[config.mk]
export PLATFORM = sky130hd
export DESIGN_NAME = countdown_timer_with_keys
export DESIGN_NICKNAME = d
export VERILOG_FILES = /design/src/cdt_pkg.sv /design/src/cdt_in_stage.sv /design/src/cdt_core.sv /design/src/cdt_out_stage.sv /design/src/countdown_timer_with_keys.sv
export SDC_FILE = /design/constraint.sdc
export NUM_CORES = 1
export LEC_CHECK = 0
export BUFFER_PORTS_ARGS = -buffer_cell sky130_fd_sc_hd__buf_2
export CORE_UTILIZATION = 60
export DETAILED_ROUTE_END_ITERATION = 7
export PLACE_DENSITY = 0.81
export SLEW_MARGIN = 40
export SYNTH_ARGS = -nofsm -noshare
export SYNTH_HDL_FRONTEND = slang
export SYNTH_SLANG_ARGS = --single-unit
[constraint.sdc]
create_clock -name clk -period 4.5 [get_ports clk]
set_clock_uncertainty 0.05 [all_clocks]
set_input_delay 0.45 -clock clk [delete_from_list [all_inputs] [get_ports clk]]
set_output_delay 0.45 -clock clk [all_outputs]
set_load 0.03 [all_outputs]
[src/cdt_pkg.sv]
// Shared types and constants for the minutes:seconds countdown timer.
package cdt_pkg;

	localparam int unsigned MIN_W = 7;
	localparam int unsigned SEC_W = 6;

	localparam logic [MIN_W-1:0] MAX_MIN       = 7'd99;
	localparam logic [SEC_W-1:0] MAX_SEC       = 6'd59;
	localparam logic [MIN_W-1:0] DEFAULT_START = 7'd25;

	typedef enum logic {
		CMD_TICK = 1'b0,
		CMD_KEY  = 1'b1
	} cmd_t;

	typedef enum logic [1:0] {
		KEY_OK    = 2'd0,
		KEY_RIGHT = 2'd1,
		KEY_LEFT  = 2'd2,
		KEY_OTHER = 2'd3
	} key_t;

	typedef enum logic [1:0] {
		PRESS_SHORT      = 2'd0,
		PRESS_LONG_START = 2'd1,
		PRESS_DOUBLE     = 2'd2,
		PRESS_LONG_HELD  = 2'd3
	} press_t;

	typedef enum logic [1:0] {
		ST_READY    = 2'd0,
		ST_COUNTING = 2'd1,
		ST_FINISHED = 2'd2
	} status_t;

	typedef enum logic [1:0] {
		MODE_DISPLAY = 2'd0,
		MODE_MIN     = 2'd1,
		MODE_SEC     = 2'd2
	} mode_t;

	typedef struct packed {
		cmd_t   cmd;
		key_t   key;
		press_t kind;
	} item_t;

	typedef struct packed {
		logic [MIN_W-1:0] minutes;
		logic [SEC_W-1:0] seconds;
		status_t          status;
		mode_t            mode;
		logic             alarm;
	} result_t;

endpackage

[src/cdt_in_stage.sv]
// Input register stage: captures one key or tick transfer per cycle while in_ready is high.
module cdt_in_stage (
	input  logic            clk,
	input  logic            arst_n,
	input  logic            in_valid,
	output logic            in_ready,
	input  cdt_pkg::item_t  item,
	input  logic            advance,
	output logic            valid_s1,
	output cdt_pkg::item_t  item_s1
);

	logic valid_q;

	// accept when the stage is empty or its item moves on this cycle
	assign in_ready = !valid_q || advance;
	assign valid_s1 = valid_q;

	// hold the valid flag
	always_ff @(posedge clk or negedge arst_n) begin
		if (!arst_n) begin
			valid_q <= 1'b0;
		end else if (in_ready) begin
			valid_q <= in_valid;
		end
	end

	// capture the payload on a transfer
	always_ff @(posedge clk) begin
		if (in_valid && in_ready) begin
			item_s1 <= item;
		end
	end

endmodule

[src/cdt_core.sv]
// Timer state registers and the per-item next-state logic.
module cdt_core (
	input  logic                         clk,
	input  logic                         arst_n,
	input  logic                         advance,
	input  cdt_pkg::item_t               item_s1,
	input  logic                         cfg_we,
	input  logic [cdt_pkg::MIN_W-1:0]    cfg_wdata,
	output cdt_pkg::result_t             result
);

	logic [cdt_pkg::MIN_W-1:0] minutes_q, saved_min_q, minutes_d, saved_min_d, cfg_min;
	logic [cdt_pkg::SEC_W-1:0] seconds_q, saved_sec_q, seconds_d, saved_sec_d;
	cdt_pkg::status_t          status_q, status_d;
	cdt_pkg::mode_t            mode_q, mode_d;
	logic                      alarm_d;

	// saturate the written start value
	assign cfg_min = (cfg_wdata > cdt_pkg::MAX_MIN) ? cdt_pkg::MAX_MIN : cfg_wdata;

	// work out the state after the current item
	always_comb begin
		minutes_d   = minutes_q;
		seconds_d   = seconds_q;
		status_d    = status_q;
		mode_d      = mode_q;
		saved_min_d = saved_min_q;
		saved_sec_d = saved_sec_q;
		alarm_d     = 1'b0;
		if (item_s1.cmd == cdt_pkg::CMD_TICK) begin
			if (status_q == cdt_pkg::ST_COUNTING) begin
				if (seconds_q != '0) begin
					seconds_d = seconds_q - 6'd1;
				end else if (minutes_q != '0) begin
					minutes_d = minutes_q - 7'd1;
					seconds_d = cdt_pkg::MAX_SEC;
				end else begin
					status_d = cdt_pkg::ST_FINISHED;
					alarm_d  = 1'b1;
				end
			end
		end else begin
			unique case (item_s1.key)
				cdt_pkg::KEY_OK: begin
					if (item_s1.kind == cdt_pkg::PRESS_SHORT) begin
						unique case (mode_q)
							cdt_pkg::MODE_DISPLAY: begin
								if (status_q == cdt_pkg::ST_COUNTING) begin
									status_d = cdt_pkg::ST_READY;
								end else if (status_q == cdt_pkg::ST_READY) begin
									saved_min_d = minutes_q;
									saved_sec_d = seconds_q;
									status_d    = cdt_pkg::ST_COUNTING;
								end else begin
									// finished (or the unused code): restore saved time
									minutes_d = saved_min_q;
									seconds_d = saved_sec_q;
									status_d  = cdt_pkg::ST_READY;
								end
							end
							cdt_pkg::MODE_MIN: mode_d = cdt_pkg::MODE_DISPLAY;
							default:           mode_d = cdt_pkg::MODE_MIN;
						endcase
					end else if (item_s1.kind == cdt_pkg::PRESS_LONG_START) begin
						if (mode_q == cdt_pkg::MODE_DISPLAY) begin
							mode_d   = cdt_pkg::MODE_SEC;
							status_d = cdt_pkg::ST_READY;
						end
					end
				end
				cdt_pkg::KEY_RIGHT: begin
					if (mode_q == cdt_pkg::MODE_MIN) begin
						minutes_d = (minutes_q >= cdt_pkg::MAX_MIN) ? '0 : minutes_q + 7'd1;
					end else if (mode_q == cdt_pkg::MODE_SEC) begin
						seconds_d = (seconds_q >= cdt_pkg::MAX_SEC) ? '0 : seconds_q + 6'd1;
					end
				end
				cdt_pkg::KEY_LEFT: begin
					if (mode_q == cdt_pkg::MODE_MIN) begin
						minutes_d = (minutes_q == '0) ? cdt_pkg::MAX_MIN : minutes_q - 7'd1;
					end else if (mode_q == cdt_pkg::MODE_SEC) begin
						seconds_d = (seconds_q == '0) ? cdt_pkg::MAX_SEC : seconds_q - 6'd1;
					end
				end
				default: begin
				end
			endcase
		end
	end

	assign result = '{minutes: minutes_d, seconds: seconds_d, status: status_d,
		mode: mode_d, alarm: alarm_d};

	// commit the item, or load a new start time from the register port
	always_ff @(posedge clk or negedge arst_n) begin
		if (!arst_n) begin
			minutes_q   <= cdt_pkg::DEFAULT_START;
			seconds_q   <= '0;
			status_q    <= cdt_pkg::ST_READY;
			mode_q      <= cdt_pkg::MODE_DISPLAY;
			saved_min_q <= cdt_pkg::DEFAULT_START;
			saved_sec_q <= '0;
		end else if (cfg_we) begin
			minutes_q   <= cfg_min;
			saved_min_q <= cfg_min;
		end else if (advance) begin
			minutes_q   <= minutes_d;
			seconds_q   <= seconds_d;
			status_q    <= status_d;
			mode_q      <= mode_d;
			saved_min_q <= saved_min_d;
			saved_sec_q <= saved_sec_d;
		end
	end

endmodule

[src/cdt_out_stage.sv]
// Result register: holds one result until the receiver takes it.
module cdt_out_stage (
	input  logic              clk,
	input  logic              arst_n,
	input  logic              valid_s1,
	input  cdt_pkg::result_t  result,
	input  logic              out_ready,
	output logic              advance,
	output logic              valid_s2,
	output cdt_pkg::result_t  res_s2
);

	// move the item on when the result register is free or drains now
	assign advance = valid_s1 && (!valid_s2 || out_ready);

	always_ff @(posedge clk or negedge arst_n) begin
		if (!arst_n) begin
			valid_s2 <= 1'b0;
		end else if (advance) begin
			valid_s2 <= 1'b1;
		end else if (out_ready) begin
			valid_s2 <= 1'b0;
		end
	end

	// load the result payload
	always_ff @(posedge clk) begin
		if (advance) begin
			res_s2 <= result;
		end
	end

endmodule

[src/countdown_timer_with_keys.sv]
// Top level of the minutes:seconds countdown timer driven by keys and ticks.
//
// Input channel (in_valid/in_ready): one item per transfer, either a
// one-second tick (cmd 0) or a key event (cmd 1) with key and press_kind.
// Output channel (out_valid/out_ready): exactly one result per item, giving
// the time, run status, edit mode and the alarm pulse of the finishing tick.
// cfg_we/cfg_wdata load a new start time in minutes (saturated at 99); it
// sets the current and saved minutes. The user must write it only while idle;
// the block itself does not enforce this. An item transferred enters the input
// register, then moves into the result register, where out_valid rises, once
// that register is free or drains.
// Throughput: one item per cycle while the receiver does not stall, set by
// the combinational next-state logic in front of the state registers.
// Reset: time 25:00, status ready, display mode, both stages empty.
// Receiver stall: the result register holds; the input register still takes
// one more item, after which in_ready stays low until out_ready returns.
module countdown_timer_with_keys (
	input  logic                       clk,
	input  logic                       arst_n,
	input  logic                       in_valid,
	output logic                       in_ready,
	input  logic                       cmd,
	input  logic [1:0]                 key,
	input  logic [1:0]                 press_kind,
	output logic                       out_valid,
	input  logic                       out_ready,
	output logic [cdt_pkg::MIN_W-1:0]  minutes_now,
	output logic [cdt_pkg::SEC_W-1:0]  seconds_now,
	output logic [1:0]                 run_status,
	output logic [1:0]                 edit_mode,
	output logic                       alarm,
	input  logic                       cfg_we,
	input  logic [cdt_pkg::MIN_W-1:0]  cfg_wdata
);

	cdt_pkg::item_t   item, item_s1;
	cdt_pkg::result_t result, res_s2;
	logic             valid_s1, advance;

	assign item = '{cmd: cdt_pkg::cmd_t'(cmd), key: cdt_pkg::key_t'(key),
		kind: cdt_pkg::press_t'(press_kind)};

	cdt_in_stage u_in (
		.clk      (clk),
		.arst_n   (arst_n),
		.in_valid (in_valid),
		.in_ready (in_ready),
		.item     (item),
		.advance  (advance),
		.valid_s1 (valid_s1),
		.item_s1  (item_s1)
	);

	cdt_core u_core (
		.clk       (clk),
		.arst_n    (arst_n),
		.advance   (advance),
		.item_s1   (item_s1),
		.cfg_we    (cfg_we),
		.cfg_wdata (cfg_wdata),
		.result    (result)
	);

	cdt_out_stage u_out (
		.clk       (clk),
		.arst_n    (arst_n),
		.valid_s1  (valid_s1),
		.result    (result),
		.out_ready (out_ready),
		.advance   (advance),
		.valid_s2  (out_valid),
		.res_s2    (res_s2)
	);

	// drive the result fields
	assign minutes_now = res_s2.minutes;
	assign seconds_now = res_s2.seconds;
	assign run_status  = res_s2.status;
	assign edit_mode   = res_s2.mode;
	assign alarm       = res_s2.alarm;

	// the alarm only comes with a finished count at zero
	a_alarm_finished: assert property (@(posedge clk) disable iff (!arst_n)
		out_valid && alarm |-> run_status == cdt_pkg::ST_FINISHED
			&& minutes_now == '0 && seconds_now == '0)
		else $error("alarm without a finished count at 00:00");

	// seconds stay within one minute
	a_sec_range: assert property (@(posedge clk) disable iff (!arst_n)
		out_valid |-> seconds_now <= cdt_pkg::MAX_SEC)
		else $error("seconds out of range");

	// input stalls only when both stages are full
	a_stall_full: assert property (@(posedge clk) disable iff (!arst_n)
		!in_ready |-> valid_s1 && out_valid && !out_ready)
		else $error("input stalled with room in the pipeline");

	// a waiting item is moved on as soon as the result register frees
	a_advance: assert property (@(posedge clk) disable iff (!arst_n)
		valid_s1 && out_ready |-> advance)
		else $error("item held although the result register drains");

endmodule

Word level (Yosys, flattened, before mapping) --
Index checks and enable logic that the tools add are counted.
Cells by class: $lt $le $gt $ge 3, bitwise logic cells 2, divide/modulo/power cells 0, muxes and demuxes 58, $add $sub $neg 4, reduce and logical (&&, ||, !) cells 24, multiply operators 0, eq/ne operators 7, shifts and indexed selects 0
Operators with widths (count):
- 7-bit 2-to-1 mux | 22
- 6-bit 2-to-1 mux | 14
- 2-bit 2-to-1 mux | 15
- 7-bit one-hot mux with 3 select lines | 1
- 6-bit one-hot mux with 3 select lines | 1
- 2-bit nonzero test | 6
- 2-bit by 1-bit equality test with 1-bit output (second input constant) | 4
- 2-bit zero test | 4
- 7-bit by 1-bit adder with 7-bit output (second input constant) | 1
- 7-bit >= comparator (second input constant) | 1
- 7-bit > comparator (second input constant) | 1
- 7-bit zero test | 1
- 7-bit AND reduction | 1
- 7-bit nonzero test | 1
- 7-bit by 1-bit subtractor with 7-bit output (second input constant) | 1
- 6-bit by 1-bit adder with 6-bit output (second input constant) | 1
- 6-bit >= comparator (second input constant) | 1
- 6-bit zero test | 1
- 6-bit AND reduction | 1
- 6-bit nonzero test | 1
- 6-bit by 1-bit subtractor with 6-bit output (second input constant) | 1
- 2-bit equality test (second input constant) | 2
- 1-bit 2-to-1 mux | 4
- 2-bit one-hot mux with 2 select lines | 1
- 7 further kinds | 11
Storage, ports and cells: memory bits (read-only) 0, bits in writable memories 0, latch bits 0, memories kept 0, bits in registers 55

Logic depth before layout (Yosys ltp) --
Gate-level depths: netlist of run 1.
depth in word-level cells 9, mapped depth 11, depth with buffers taken out 9

Modules after synthesis --
Synthesis of run 1 repeated with hierarchy kept, for this count alone.
Unflattened totals: cell total of the unflattened synthesis 433, area total of the unflattened synthesis 3839.9 um^2
By module, submodules not included:
- cdt_core | instances 1, cells an instance 402, area each 3051.7 um^2, seq. area each 758.2 um^2
- cdt_out_stage | instances 1, cells an instance 22, area each 584.3 um^2, seq. area each 565.5 um^2
- cdt_in_stage | instances 1, cells an instance 9, area each 203.9 um^2, seq. area each 175.2 um^2

Least setup slack after synthesis of run 1 --
No wires, ideal clock.
path kind register -> register, start reg u_core.minutes_q[0] (netlist name), end reg, netlist name u_out.res_s2[11], buffers on the path 2, setup slack 2.153 ns, data arrival time 2.036 ns, period minus slack after synthesis 2.347 ns, cell stages (with the launch flop) 11, cell sequence dfstp_2 -> clkbuf_1 -> inv_1 -> ha_1 -> or4b_1 -> buf_2 -> ha_1 -> nand2_1 -> a21oi_1 -> a31oi_1 -> nand2_1
RTL lines:
- start: declaration | line cdt_core.sv:12 | logic [cdt_pkg::MIN_W-1:0] minutes_q, saved_min_q, minutes_d, saved_min_d, cfg_min;
- start signal: assignment | line cdt_core.sv:97 | minutes_q <= cdt_pkg::DEFAULT_START;
- start signal: assignment | line cdt_core.sv:104 | minutes_q <= cfg_min;
- start signal: assignment | line cdt_core.sv:107 | minutes_q <= minutes_d;

==> reports/qor.txt, run 1 <==
hpwl dp = 7.39 mm
reg2reg setup slack = 1.64 ns
final setup vio count = 0
gr ovfl total = 0
critical path class = reg -> reg
most frequent cells in the layout = 51 x nand2_1, 35 x buf_2, 34 x o21ai_0, 30 x nor2_1, 30 x a21oi_1
startpoint types = register
post-CTS setup buffer count = 0
Max Cap Violations = 0
max incr delay on CP = 0.73 ns
cells on worst reg2reg path = 7
worst vdd ir = 0.288 mV
DR pass1 iterations = 6
1st-iter DRT viols = 545
Hold WS = 0.0241 ns
die height = 82.5 um
status = completed
Synth area leaders = edfxtp_1 18%, dfrtp_1 17%, nand2_1 4.9%
warnings from Yosys = 0
vias in the first global route = 3395
commonest non-fill, non-tap cell in the layout = nand2_1
Sequential cell area = 0.00150 mm2
TritonCTS Buffers = 5
PortBufs = 36
Post-Synthesis Cells = 452
global-route wire length before repair = 17.1 mm
drt total wl = 10.7 mm
GRT Total Usage = 0.340
Core Region = 0.00610 mm2
sequential area share after synthesis = 0.386
DR vias = 3801
number of synthesized flops with an enable pin = 23
synth-to-layout area growth = 6.25%
CTS H-tree depth = 2
wire length per cell = 20.0 um
Final Util = 0.677
Max Freq = 350 MHz
CP endpoint kind = register
Post-Syn Area = 0.00388 mm2
Hold Violations, Final = 0
critical path's slowest cell = or4b_1
Crit Reg-Reg Startpoint = u_core.minutes_q[2]$_DFFE_PN0P_
minimum clock period = 2.86 ns
reg2reg end = u_out.res_s2[11]$_DFFE_PP_
Nets = 480
# hold bufs at CTS = 0
# IOs = 37
area of the die = 0.00680 mm2
Max Slew Vio Count = 0
Cell Chain, Critical Path = or3_1 > or4b_1 > ha_1 > nand2_1 > a21oi_1 > a31oi_1 > nand2_1
layout cells sized above 1 = 0.170
RSZ-0062 raised after global routing = no
worst skew pair latency = 0.32 ns
Top FF cell, synth = dfrtp_1
clock root buffer = clkbuf_8
post-CTS sizing = 0
Fill cells = 519
largest area contributor in the netlist = edfxtp_1
Hold Path Class = in -> async
initial antenna violation count = 0
Synth top area share = 0.178
Setup TNS Final = 0 ns
Synthesized Nets = 474
CP Buf/Inv Count = 0
fin crit share = 0.636
critical path's most frequent cell = nand2_1
clock sink count = 55
DRC violations left = 0
Starting Density = 0.637
crit path DAT = 2.89 ns
RePlAce Congestion = 0.945
CP top delay family = simple AND/OR/NAND/NOR gates
Cell Pwr Density = 430 mW/mm2
Lkg Pwr = 1.59 nW
flops & latches, synth = 55
Avg Cell Area, Syn = 8.59 um2
clock slew at reported path FFs = 0.11 ns
area of the multi-input gates = 0.00218 mm2
TritonCTS clock tree = built
Vias/cell = 7.12
die width = 82.5 um
FFs w/ async S/R, synth = 0.582
largest net degree at the start of global routing = 33
Slew @ Worst Pin = 0.835 ns
std cell rows = 28
clock buffer depth = 2
normalized max-slew margin = 0.443
ANT cells = 0
Worst Path Max Fanout = 15
Netlist cell types = 71
Detail Route Antenna Nets = 0
required time worst endpoint = 4.53 ns
cells by family after synthesis:
family | count (synthesis) | synth area share
AO/OA/AOI/OAI | 146 | 0.254
XOR/XNOR | 3 | 0.00677
adder cells (fa/ha/maj) | 5 | 0.0161
buffers and inverters | 51 | 0.0522
flip-flops | 55 | 0.386
multiplexers | 16 | 0.0454
AND/OR/NAND/NOR | 176 | 0.240
power by group:
part / internal, mW / switching, mW
Combinational: 0.256 / 0.406
Sequential: 0.630 / 0.186
Clock: 0.115 / 0.182
flip-flops by register name (all words and copies together) (netlist names):
name / count
u_out.res_s2: 18
u_core.minutes_q: 7
u_core.saved_min_q: 7
u_core.saved_sec_q: 6
u_core.seconds_q: 6
u_in.item_s1: 5
u_core.mode_q: 2
u_core.status_q: 2
u_in.valid_s1: 1
u_out.valid_s2: 1
through the flow:
stage / total power, mW / cells / cell area [um2] / worst slack, ns
6_report: 1.77 / 534 / 4130 / 1.64
5_1_grt: 1.88 / 534 / 4130 / 1.39
4_1_cts: 1.75 / 534 / 4120 / 1.71
3_5_place_dp: 1.46 / 526 / 4030 / 1.72
3_3_place_gp: 1.44 / 525 / 4020 / 1.50
2_1_floorplan: 1.30 / 452 / 3880 / 2.15
synth_stat cells (all sizes together), types with 3 or more instances:
master,number
o31a,3
buf,8
or2,3
mux2i,3
a311oi,6
or4,5
nand3b,4
a31oi,14
nand3,15
nor4,11
a21boi,5
nor2b,5
mux2,13
dfrtp,26
edfxtp,23
a41oi,3
a21oi,30
o31ai,4
and2,5
nor2,30
dfstp,6
nor3,18
clkbuf,33
or3,4
nor4b,3
ha,5
and3,3
nand2,52
o2bb2a,3
o32ai,6
a32o,3
o21ai,35
inv,9
o21a,3
nand2b,11
worst max path at each step:
stage | startpoint | end | slack [ns] | cells after the start
floorplan | u_core.minutes_q[0]$_DFFE_PN1P_ | u_out.res_s2[11]$_DFFE_PP_ | 2.15 | 10
global placement | u_in.item_s1[4]$_DFFE_PP_ | u_core.saved_sec_q[4]$_DFFE_PN0P_ | 1.50 | 4
detailed placement | u_core.minutes_q[2]$_DFFE_PN0P_ | u_core.minutes_q[0]$_DFFE_PN1P_ | 1.72 | 8
CTS | u_core.minutes_q[2]$_DFFE_PN0P_ | u_out.res_s2[11]$_DFFE_PP_ | 1.71 | 7
global route | u_in.item_s1[3]$_DFFE_PP_ | u_core.seconds_q[5]$_DFFE_PN0P_ | 1.39 | 6
finish | u_core.minutes_q[2]$_DFFE_PN0P_ | u_out.res_s2[11]$_DFFE_PP_ | 1.64 | 7
metal layers:
metal,up-vias,GRT usage,routed length (um)
li1,1716,-,-
met1,1771,0.495,4540
met2,273,0.497,4670
met3,41,0.0670,1180
met4,0,0.121,277
met5,-,0,0
cell type report:
class | instances | area share
clock buffer | 5 | 0.0167
clock inverter | 3 | 0.00637
inverter | 10 | 0.00910
multi-input combinational | 346 | 0.529
sequential | 55 | 0.363
tap | 75 | 0.0227
timing repair buffer | 40 | 0.0525
Note: power is estimated with default switching activity, not from simulation.
==> run 2, diff against run 1 <==
--- a/config.mk
+++ b/config.mk
@@ -5,10 +5,11 @@
 export SDC_FILE = /design/constraint.sdc
 export NUM_CORES = 1
 export LEC_CHECK = 0
+export ABC_AREA = 1
 export BUFFER_PORTS_ARGS = -buffer_cell sky130_fd_sc_hd__buf_2
-export CORE_UTILIZATION = 60
+export CORE_UTILIZATION = 54
 export DETAILED_ROUTE_END_ITERATION = 7
-export PLACE_DENSITY = 0.81
+export PLACE_DENSITY = 0.77
 export SLEW_MARGIN = 40
 export SYNTH_ARGS = -nofsm -noshare
 export SYNTH_HDL_FRONTEND = slang
==> constraint.sdc (replaced) <==
create_clock -name clk -period 2.6 [get_ports clk]
set_clock_uncertainty 0.05 [all_clocks]
set_input_delay 0.26 -clock clk [delete_from_list [all_inputs] [get_ports clk]]
set_output_delay 0.26 -clock clk [all_outputs]
set_load 0.03 [all_outputs]
==> run 2 against run 1 <==
Worst setup slack worse by 1.2 ns. Area after synthesis fell by 1.6%. Hold slack better by 0.025 ns. Total power rose by 110%. Cell count increased by 24%.
==> reports/qor.txt, run 2 <==
internal power = 1.93 mW (was 1.00 mW)
critical path's slowest cell = dfrtp_1 (was or4b_1)
Avg Cell Area, Syn = 7.31 um2 (was 8.59 um2)
Synth top area share = 0.181 (was 0.178)
RePlAce Congestion = 0.967 (was 0.945)
flops & latches, synth = 55 (unchanged)
max FFs per register = 18 (unchanged)
vias in the first global route = 3610 (was 3395)
critical path's most frequent cell = nand2_1 (unchanged)
ANT cells = 0 (unchanged)
Starting Density = 0.560 (was 0.637)
hpwl dp = 7.76 mm (was 7.39 mm)
TritonCTS Buffers = 5 (unchanged)
required time worst endpoint = 2.81 ns (was 4.53 ns)
initial antenna violation count = 0 (unchanged)
Fill cells = 646 (was 519)
Hold Path Class = in -> reg (was in -> async)
critical path class = reg -> reg (unchanged)
Setup TNS Final = 0 ns (unchanged)
Synthesized Nets = 545 (was 474)
power share of the combinational group = 0.483 (was 0.373)
startpoint types = register (unchanged)
max incr delay on CP = 0.45 ns (was 0.73 ns)
layout cells sized above 1 = 0.166 (was 0.170)
Hold Path Stages = 1
# IOs = 37 (unchanged)
Biggest register = u_out.res_s2 (unchanged)
1st-iter DRT viols = 493 (was 545)
area of the die = 0.00742 mm2 (was 0.00680 mm2)
largest area contributor in the netlist = edfxtp_1 (unchanged)
Vias/cell = 5.82 (was 7.12)
Post-Synthesis Cells = 523 (was 452)
Cell Chain, Critical Path = inv_1 > ha_1 > nand2_1 > nor2_2 > nand4_2 > ha_1 > o21ai_0 > nand2_1 > nand2_1 > o21ai_0 > nand2_1 > nand2_1 > nand2_1 (was or3_1 > or4b_1 > ha_1 > nand2_1 > a21oi_1 > a31oi_1 > nand2_1)
TritonCTS clock tree = built (unchanged)
PortBufs = 36 (unchanged)
commonest non-fill, non-tap cell in the layout = nand2_1 (unchanged)
Max Slew Vio Count = 0 (unchanged)
Slew @ Worst Pin = 0.470 ns (was 0.835 ns)
FFs w/ async S/R, synth = 0.582 (unchanged)
Post-Syn Area = 0.00382 mm2 (was 0.00388 mm2)
crit path DAT = 2.40 ns (was 2.89 ns)
worst skew pair latency = 0.32 ns (about the same)
most frequent cells in the layout = 156 x nand2_1, 53 x inv_1, 47 x nand3_1, 42 x o21ai_0, 40 x nor2_1 (was 51 x nand2_1, 35 x buf_2, 34 x o21ai_0, 30 x nor2_1, 30 x a21oi_1)
Reg power frac = 0.375 (was 0.460)
Worst Path Max Fanout = 6 (was 15)
clock sink count = 55 (unchanged)
die width = 86.1 um (was 82.5 um)
global-route wire length before repair = 17.2 mm (was 17.1 mm)
normalized max-slew margin = 0.686 (was 0.443)
Psw = 1.81 mW (was 0.774 mW)
Lkg Pwr = 1.99 nW (was 1.59 nW)
largest net degree at the start of global routing = 33 (unchanged)
status = completed (unchanged)
Crit path depth = 13 (was 7)
Max Freq = 458 MHz (was 350 MHz)
wire length per cell = 15.8 um (was 20.0 um)
Hold WS = 0.0488 ns (was 0.0241 ns)
GRT Total Usage = 0.296 (was 0.340)
cells on worst reg2reg path = 13 (was 7)
RSZ-0062 raised after global routing = no (unchanged)
worst vdd ir = 0.437 mV (was 0.288 mV)
Clock Power Share = 0.141 (was 0.167)
Nets = 587 (was 480)
drt total wl = 10.5 mm (was 10.7 mm)
Cell Pwr Density = 883 mW/mm2 (was 430 mW/mm2)
Synth area leaders = edfxtp_1 18%, dfrtp_1 17%, nand2_1 15% (was edfxtp_1 18%, dfrtp_1 17%, nand2_1 4.9%)
sw frac = 0.484 (was 0.436)
DR vias = 3851 (was 3801)
CP Buf/Inv Count = 1 (was 0)
Top FF cell, synth = dfrtp_1 (unchanged)
fin crit share = 0.839 (was 0.636)
clock buffer depth = 2 (unchanged)
clock root buffer = clkbuf_8 (unchanged)
Hold Violations, Final = 0 (unchanged)
DR pass1 iterations = 8 (was 6)
Max Cap Violations = 0 (unchanged)
clock slew at reported path FFs = 0.12 ns (was 0.11 ns)
die height = 86.1 um (was 82.5 um)
sequential area share after synthesis = 0.392 (was 0.386)
final setup vio count = 0 (unchanged)
gr ovfl total = 0 (unchanged)
post-CTS sizing = 0 (unchanged)
commonest cells in the netlist = 156 x nand2_1, 53 x inv_1, 47 x nand3_1, 42 x o21ai_0, 40 x nor2_1 (was 51 x nand2_1, 34 x o21ai_0, 33 x clkbuf_1, 30 x a21oi_1, 30 x nor2_1)
CP top delay family = simple AND/OR/NAND/NOR gates (unchanged)
CP endpoint kind = register (unchanged)
std cell rows = 30 (was 28)
number of synthesized flops with an enable pin = 23 (unchanged)
synth-to-layout area growth = 10.8% (was 6.25%)
warnings from Yosys = 0 (unchanged)
DRC violations left = 0 (unchanged)
Detail Route Antenna Nets = 0 (unchanged)
minimum clock period = 2.18 ns (was 2.86 ns)
most instantiated library cell after synthesis = nand2_1 (unchanged)
Core Region = 0.00683 mm2 (was 0.00610 mm2)
Netlist cell types = 43 (was 71)
CTS H-tree depth = 2 (unchanged)
Largest regs = u_out.res_s2: 18 flops, u_core.minutes_q: 7 flops, u_core.saved_min_q: 7 flops (unchanged)
==> run 2: cell count changes in the layout (fill, tap and decap cells not counted), moves of 10 or more <==
| cell | change |
|---|---|
| nor2_1 | +10 |
| nor3_1 | -14 |
| mux2_2 | -11 |
| a31oi_1 | -11 |
| nand3_1 | +32 |
| inv_1 | +44 |
| nand2_1 | +105 |
| nand2b_1 | -11 |
==> run 2: cell families (layout without fill, tap and decap cells) <==
family          Yosys count  count (layout)  synth area share
buf+inv                  75             118            0.0831
fa+ha+maj                 5               5            0.0164
xor+xnor                  3               3           0.00688
simple gates            284             284             0.346
mux                       2               2           0.00589
compound gates           99              99             0.149
flops                    55              55             0.392
==> run 2: metrics by stage <==
step	area [um2]	worst slack (ns)	cells	utilization	power (mW)
2_1_floorplan	3820	0.573	523	-	2.71
3_3_place_gp	4120	0.558	653	0.603	3.12
3_5_place_dp	4120	0.472	653	0.603	3.18
4_1_cts	4230	0.440	662	0.620	3.70
5_1_grt	4240	0.161	662	0.620	3.99
6_report	4240	0.418	662	0.620	3.74
==> run 2: per-layer routing <==
layer / global-route usage / up-vias / part of all wire
met3: 0.0568 / 36 / 0.099
met5: 0 / - / 0
met1: 0.388 / 1762 / 0.42
met4: 0.120 / 0 / 0.031
li1: - / 1829 / -
met2: 0.481 / 224 / 0.45
==> run 2: layout make-up <==
type	count	area, um2	area share
flip-flops and latches	55	1500	0.354
clock inverters	3	33.8	0.00798
multi-input cells	393	2010	0.474
repair buffers	48	275	0.0650
inverters	62	233	0.0549
well taps	96	120	0.0284
clock buffers	5	68.8	0.0162
==> run 2: final timing paths <==
kind / start / end / slack, ns
min: press_kind[1] / u_in.item_s1[1]$_DFFE_PP_ / 0.05
max in group asynchronous: arst_n / u_core.saved_min_q[0]$_DFFE_PN1P_ / 1.78
max: u_core.minutes_q[1]$_DFFE_PN0P_ / u_core.minutes_q[0]$_DFFE_PN1P_ / 0.42
max reg2reg: u_core.minutes_q[1]$_DFFE_PN0P_ / u_core.minutes_q[0]$_DFFE_PN1P_ / 0.42
min in group asynchronous: arst_n / u_core.seconds_q[4]$_DFFE_PN0P_ / 0.36
min reg2reg: u_in.valid_s1$_DFFE_PN0N_ / u_out.valid_s2$_DFFE_PN0P_ / 0.47
==> run 2: worst register-to-register path: cells and delay by family (launching register included) <==
| family | cells | cell delay, ns |
|---|---|---|
| buffers and inverters | 1 | 0.19 |
| adder cells (fa/ha/maj) | 2 | 0.50 |
| AO/OA/AOI/OAI | 2 | 0.23 |
| AND/OR/NAND/NOR | 8 | 0.71 |
| flip-flops | 1 | 0.45 |
==> run 2: power groups by stage <==
stage / combinational (mW) / sequential, mW / clock (mW)
3_3_place_gp: 1.72 / 1.40 / 0
3_5_place_dp: 1.76 / 1.41 / 0
4_1_cts: 1.77 / 1.39 / 0.532
6_report: 1.81 / 1.40 / 0.529
2_1_floorplan: 1.26 / 1.45 / 0
5_1_grt: 2.00 / 1.43 / 0.566
==> run 2: repair_timing <==
| item | in CTS | in global routing |
|---|---|---|
| hold buffers | 1 | 0 |
| buffers inserted | 0 | 0 |
| hold endpoints to repair | 26 | 0 |
